<file path="src/rtl/spq_pkg.sv">
// Package for the sorted priority queue: depth, field widths, command codes
// and the control bundle broadcast to every cell. No dependencies.
`default_nettype none

package spq_pkg;

  localparam int DEPTH          = 16;
  localparam int VAL_W          = 32;
  localparam int CNT_W          = $clog2(DEPTH + 1);
  localparam int ENTRY_COUNT_W  = 5;
  localparam int OUT_W          = 72;

  typedef enum logic {
    CMD_INSERT = 1'b0,
    CMD_REMOVE = 1'b1
  } spq_cmd_t;

  typedef logic signed [VAL_W-1:0] spq_val_t;

  // Broadcast to the cell row; ins/rem are already qualified by the handshake
  // and by the full/empty checks.
  typedef struct packed {
    logic     ins;
    logic     rem;
    spq_val_t value;
  } spq_ctl_t;

endpackage

`default_nettype wire

</file>
<file path="src/rtl/spq_cell.sv">
// One storage cell of the sorted row: holds one entry, compares it with the
// incoming value and shifts toward its neighbors. Depends on spq_pkg.
`default_nettype none

module spq_cell import spq_pkg::*; (
  input  wire logic     clk,
  input  wire spq_ctl_t ctl,
  input  wire logic     occ,          // this cell holds a live entry
  input  wire logic     left_take,    // left neighbor takes a new entry
  input  wire spq_val_t left_entry,
  input  wire spq_val_t right_entry,
  output logic          take,
  output spq_val_t      entry_r,
  output spq_val_t      entry_nxt
);

  // Insert point is the first cell that is empty or holds a greater value.
  assign take = !occ || (entry_r > ctl.value);

  always_comb begin
    entry_nxt = entry_r;
    if (ctl.ins) begin
      if (take && left_take) begin
        entry_nxt = left_entry;
      end else if (take) begin
        entry_nxt = ctl.value;
      end
    end else if (ctl.rem) begin
      entry_nxt = right_entry;
    end
  end

  always_ff @(posedge clk) begin
    entry_r <= entry_nxt;
  end

endmodule

`default_nettype wire

</file>
<file path="src/rtl/sorted_priority_queue.sv">
// Top level of the sorted priority queue: the row of spq_cell instances, the
// occupancy counter and the result register. Depends on spq_pkg, spq_cell.
//
//  channel | dir | tdata                         | tuser
//  --------+-----+-------------------------------+-------------
//  in_     | in  | value[31:0]                   | command[0]
//  out_    | out | accepted, removed_value,      | -
//          |     | head_value, is_empty, count   |
//
// Each request is handled at once: every cell compares and shifts together,
// so one request per cycle is sustained while the result register is free.
// The result is registered on acceptance and holds while out_tready
// is low; a new request is accepted whenever the result register drains.
// Reset clears the count and the result valid; cell contents are not reset.
`default_nettype none

module sorted_priority_queue import spq_pkg::*; (
  input  wire logic              clk,
  input  wire logic              rst_n,
  input  wire logic              in_tvalid,
  output logic                   in_tready,
  input  wire logic [VAL_W-1:0]  in_tdata,    // [31:0] value
  input  wire logic [0:0]        in_tuser,    // [0] command
  output logic                   out_tvalid,
  input  wire logic              out_tready,
  output logic [OUT_W-1:0]       out_tdata    // [0] accepted, [32:1] removed_value,
                                              // [64:33] head_value, [65] is_empty,
                                              // [70:66] entry_count, [71] zero
);

  logic [CNT_W-1:0]  count_r, count_nxt;
  logic              out_valid_r, out_valid_nxt;
  logic [OUT_W-1:0]  out_data_r, out_data_nxt;
  logic              in_acc, full, empty, acc;
  spq_cmd_t          cmd;
  spq_ctl_t          ctl;
  spq_val_t          removed, head;
  logic [DEPTH-1:0]  take;
  spq_val_t          entry     [DEPTH];
  spq_val_t          entry_nxt [DEPTH];

  assign in_tready = !out_valid_r || out_tready;
  assign in_acc    = in_tvalid && in_tready;
  assign cmd       = spq_cmd_t'(in_tuser[0]);
  assign full      = (count_r == CNT_W'(DEPTH));
  assign empty     = (count_r == '0);

  assign ctl.ins   = in_acc && (cmd == CMD_INSERT) && !full;
  assign ctl.rem   = in_acc && (cmd == CMD_REMOVE) && !empty;
  assign ctl.value = spq_val_t'(in_tdata);
  assign acc       = ctl.ins || ctl.rem;

  genvar i;
  generate
    for (i = 0; i < DEPTH; i++) begin : g_cell
      logic     lt;
      spq_val_t le, re;
      if (i == 0) begin : g_first
        assign lt = 1'b0;
        assign le = '0;
      end else begin : g_mid
        assign lt = take[i-1];
        assign le = entry[i-1];
      end
      if (i == DEPTH - 1) begin : g_last
        assign re = '0;
      end else begin : g_inner
        assign re = entry[i+1];
      end
      spq_cell u_cell (
        .clk         (clk),
        .ctl         (ctl),
        .occ         (count_r > CNT_W'(i)),
        .left_take   (lt),
        .left_entry  (le),
        .right_entry (re),
        .take        (take[i]),
        .entry_r     (entry[i]),
        .entry_nxt   (entry_nxt[i])
      );
    end
  endgenerate

  always_comb begin
    count_nxt = count_r;
    if (ctl.ins) begin
      count_nxt = count_r + CNT_W'(1);
    end else if (ctl.rem) begin
      count_nxt = count_r - CNT_W'(1);
    end
  end

  assign removed = ctl.rem ? entry[0] : '0;
  assign head    = (count_nxt != '0) ? entry_nxt[0] : '0;

  always_comb begin
    out_valid_nxt = out_valid_r;
    out_data_nxt  = out_data_r;
    if (in_acc) begin
      out_valid_nxt = 1'b1;
      out_data_nxt  = {1'b0, ENTRY_COUNT_W'(count_nxt), (count_nxt == '0),
                       head, removed, acc};
    end else if (out_tready) begin
      out_valid_nxt = 1'b0;
    end
  end

  always_ff @(posedge clk) begin
    if (!rst_n) begin
      count_r     <= '0;
      out_valid_r <= 1'b0;
    end else begin
      count_r     <= count_nxt;
      out_valid_r <= out_valid_nxt;
    end
  end

  always_ff @(posedge clk) begin
    out_data_r <= out_data_nxt;
  end

  assign out_tvalid = out_valid_r;
  assign out_tdata  = out_data_r;

  // Occupancy never exceeds the row length.
  a_count_range: assert property (@(posedge clk) disable iff (!rst_n)
    count_r <= CNT_W'(DEPTH))
    else $error("occupancy above depth");

  // The two front cells stay in ascending order.
  a_front_sorted: assert property (@(posedge clk) disable iff (!rst_n)
    (count_r > CNT_W'(1)) |-> (entry[0] <= entry[1]))
    else $error("front cells out of order");

  // Empty flag in the result agrees with the reported count.
  a_empty_flag: assert property (@(posedge clk) disable iff (!rst_n)
    out_tvalid |-> (out_tdata[65] == (out_tdata[70:66] == 5'd0)))
    else $error("empty flag disagrees with count");

  // An accepted request changes the count (the logic steps it by exactly one).
  a_count_step: assert property (@(posedge clk) disable iff (!rst_n)
    acc |=> (count_r != $past(count_r)))
    else $error("count did not move on an accepted request");

endmodule

`default_nettype wire
</file>
<file path="config.mk">
export PLATFORM = sky130hd
export DESIGN_NAME = sorted_priority_queue
export DESIGN_NICKNAME = d
export VERILOG_FILES = /design/src/rtl/spq_pkg.sv /design/src/rtl/spq_cell.sv /design/src/rtl/sorted_priority_queue.sv
export SDC_FILE = /design/constraint.sdc
export NUM_CORES = 2
export LEC_CHECK = 0
export BUFFER_PORTS_ARGS = -buffer_cell sky130_fd_sc_hd__buf_2
export CORE_MARGIN = 2
export CORE_UTILIZATION = 45
export CTS_CLUSTER_SIZE = 40
export DETAILED_ROUTE_END_ITERATION = 8
export SKIP_LAST_GASP = 1
export SYNTH_ARGS = -nofsm -noshare
export SYNTH_HDL_FRONTEND = slang
export SYNTH_SLANG_ARGS = --single-unit
</file>
<file path="constraint.sdc">
create_clock -name clk -period 6.2 [get_ports clk]
set_input_delay 0.93 -clock clk [delete_from_list [all_inputs] [get_ports clk]]
set_output_delay 0.93 -clock clk [all_outputs]
set_load 0.005 [all_outputs]
</file>
==> flow_metrics.tcl <==
set metrics [dict create \
    grt_pass1_vias 35400 \
    core_um2 91800 \
    r2r_start "count_r[1]" \
    grt_pass1_wl_um 240000 \
    r2r_cells 10 \
    worstSetupPathDepth 11 \
    grt_start_max_net_pins 184 \
    critical_path_class "input port to register" \
    clk_latency_ps 650 \
    tightest_slew_ps 1320 \
    clock-skew-final_ps 26.7 \
    hold_viol 0 \
    die_h_um 309 \
    rrSetupSlack_ps 1630 \
    synth.distinct_cells 77 \
    fillerInstances 8517 \
    numCtsBuffers 71 \
    vias 38900 \
    hold_slack_ps 579 \
    avgViaCountPerCell 6.79 \
    ys_seq_elements 589 \
    p_comb_share_pct 27.3 \
    reg2reg_to "out_tdata[33]" \
    worstPathArrival_ps 5560 \
    drc_errors 0 \
    syn_inst 4477 \
    numPortBuffers 109 \
    synth_seq_area_share_pct 41.4 \
    yosys_warnings 0 \
    min_period_ps 5080 \
    leakage_nw 18.7 \
    crit_chain "buf_2 > inv_1 > ha_1 > nand4_1 > nor4_1 > o31ai_1 > and4bb_2 > nor2_4 > buf_4 > nand4_1 > nand3_1" \
    hp-class "register to register" \
    finalSetupTns_ps 0 \
    finish.utilization_pct 50.3 \
    critPathLaunchType "input port" \
    crit_end "g_cell[8].u_cell.entry_r[1]" \
    period_share_pct 82.0 \
    path_clk_slew_ps 50 \
    path_common_cell "nand4_1" \
    crit_path_top_delay_cell "nor4_1" \
    path_max_fanout 56 \
    gp_congestion 0.931 \
    crit_path_end_kind "register" \
    grt_overflow 0 \
    critPathLaunch "in_tdata[24]" \
    layout_common_cells "edfxtp_1 (551), nand2_1 (543), nand4_1 (538)" \
    synth_area_um2 41800 \
    p_seq_share_pct 42.4 \
    fp.dieW_um 309 \
    drive_above_1_share_pct 10.1 \
    fmax_mhz 197 \
    area_growth_syn_to_layout_pct 10.5 \
    syn-num-nets 5031 \
    synth_flop_cell "edfxtp_1" \
    layout.nets 4988 \
    cts_setup_buffers 0 \
    slowest_delay_ps 1020 \
    grt_setup_unrepaired "no" \
    avgSynthCellArea_um2 9.33 \
    rows 111 \
    hold_buffers 0 \
    multi_input_area_um2 23000 \
    maxCapViolCount 0 \
    ant_nets 0 \
    total_power_w 0.0144 \
    synth_edf_count 551 \
    status "complete, no violations" \
    slew_viol_final 0 \
    clock_power_share_pct 30.3 \
    synthArstFlopShare_pct 0 \
    wl_per_cell_um 28.7 \
    ctsResizeCount 0 \
    clockBufferDepth 3 \
    path_buf_inv 3 \
    drt_iter0_markers 5904 \
    cts.sinks 589 \
    relSlewSlack_pct 11.3 \
    initial_core_util_pct 45.5 \
    io_pins 111 \
    ff_latch_area_um2 17300 \
    switching_power_w 0.00516 \
    dp_hpwl_um 116000 \
    drt-pass1-iter-count 6 \
    cts_root_buf "clkbuf_16" \
    final_common_cell "edfxtp_1" \
    power_density_nw_per_um2 311 \
    internal_power_w 0.00920 \
    die_area_um2 95300 \
    antenna_found_initial 8 \
    grt_usage_pct 33.7 \
    routed_wl_um 165000 \
    htree_levels 3 \
    p_sw_share_pct 35.9 \
    cts_tree "yes" \
    vdd_ir_drop_max_v 0.000209 \
    crit_required_ps 6680 \
    setup_viol 0 \
    crit_family "simple AND/OR/NAND/NOR gates" \
]
registers in the layout, summed over array words and instances, names as in the netlist:
name	cells
count_r	5
g_cell.u_cell.entry_r	512
out_tdata	71
out_tvalid	1
worst min path at each step:
stage | cells past startpoint | from | to | slack [ps]
finish | 2 | g_cell[15].u_cell.entry_r[9] | g_cell[14].u_cell.entry_r[9] | 580
global route | 2 | rst_n | count_r[4] | 600
CTS | 2 | rst_n | count_r[4] | 560
detailed placement | 2 | g_cell[15].u_cell.entry_r[26] | g_cell[14].u_cell.entry_r[26] | 560
global placement | 2 | g_cell[15].u_cell.entry_r[9] | g_cell[14].u_cell.entry_r[9] | 570
floorplan | 1 | g_cell[0].u_cell.entry_r[0] | g_cell[0].u_cell.entry_r[0] | 520
final cells by class:
class	count	area share, %
flip-flops and latches	589	37.5
diodes	4	0.0217
multi-input cells	3475	49.9
clock buffers	92	4.34
well taps	1243	3.37
clock inverters	36	0.734
inverters	58	0.472
repair buffers	239	3.70
tightest hold or removal path, stage by stage, from the launching register on:
cell and delay [ps]:
edfxtp_1 350, nand2_1 70, nand3_1 60
kinds of logic (layout without fill, tap and decap cells):
group / count (synthesis) / after routing / share of synthesized area [%]
XOR/XNOR: 3 / 3 / 0.0629
adder cells (fa/ha/maj): 517 / 517 / 15.5
buffers and inverters: 413 / 425 / 4.15
AND/OR/NAND/NOR: 1858 / 1858 / 22.9
other: 1 / 5 / 0.00898
flip-flops: 589 / 589 / 41.4
multiplexers: 31 / 31 / 0.743
AO/OA/AOI/OAI: 1065 / 1065 / 15.2
through the flow:
step | instance area (um^2) | std cells | setup WS, ps
final | 46200 | 5736 | 1120
after global routing | 46200 | 5732 | 1180
after CTS | 46200 | 5732 | 1360
after detailed placement | 43800 | 5604 | 718
after global placement | 43800 | 5604 | 602
after floorplan | 41800 | 4477 | 582
cell usage after synthesis, types with 13 or more instances:
cell type / number / area, um^2
buf_4: 18 / 135
o21ai_1: 514 / 2570
o21a_1: 32 / 240
nand2_1: 544 / 2040
o21ai_0: 34 / 170
ha_1: 517 / 6470
a2111oi_0: 13 / 114
nand3_1: 495 / 2480
or2_2: 32 / 200
a21oi_1: 244 / 1220
or2_1: 13 / 81.3
nor2b_1: 25 / 156
nor4_1: 27 / 169
dfxtp_1: 38 / 761
edfxtp_1: 551 / 16500
mux2i_1: 31 / 310
buf_2: 69 / 345
nand4_1: 538 / 3370
and2_1: 40 / 250
buf_1: 14 / 52.6
nor3_1: 17 / 85.1
o211ai_1: 36 / 270
clkbuf_1: 250 / 938
a21o_1: 39 / 293
o211a_1: 31 / 310
a211oi_1: 17 / 128
a221o_1: 19 / 190
o221a_1: 28 / 315
nor2_1: 70 / 263
inv_1: 56 / 210
metal layers:
layer | global-route usage, % | wire, um | part of all wire (%) | vias up
li1 | - | - | - | 17300
met1 | 51.1 | 71200 | 43 | 18700
met2 | 47.6 | 67800 | 41 | 2692
met3 | 6.56 | 20800 | 13 | 259
met4 | 11.0 | 4910 | 3.0 | 6
met5 | 0 | 45 | 0.027 | -
power by group through the flow:
stage | combinational (W) | sequential, W | clock (W)
floorplan | 0.00261 | 0.00569 | 0
global placement | 0.00374 | 0.00611 | 0
detailed placement | 0.00381 | 0.00610 | 0
CTS | 0.00383 | 0.00602 | 0.00438
global route | 0.00429 | 0.00612 | 0.00451
finish | 0.00392 | 0.00609 | 0.00435
(Power assumes the default switching activity.)
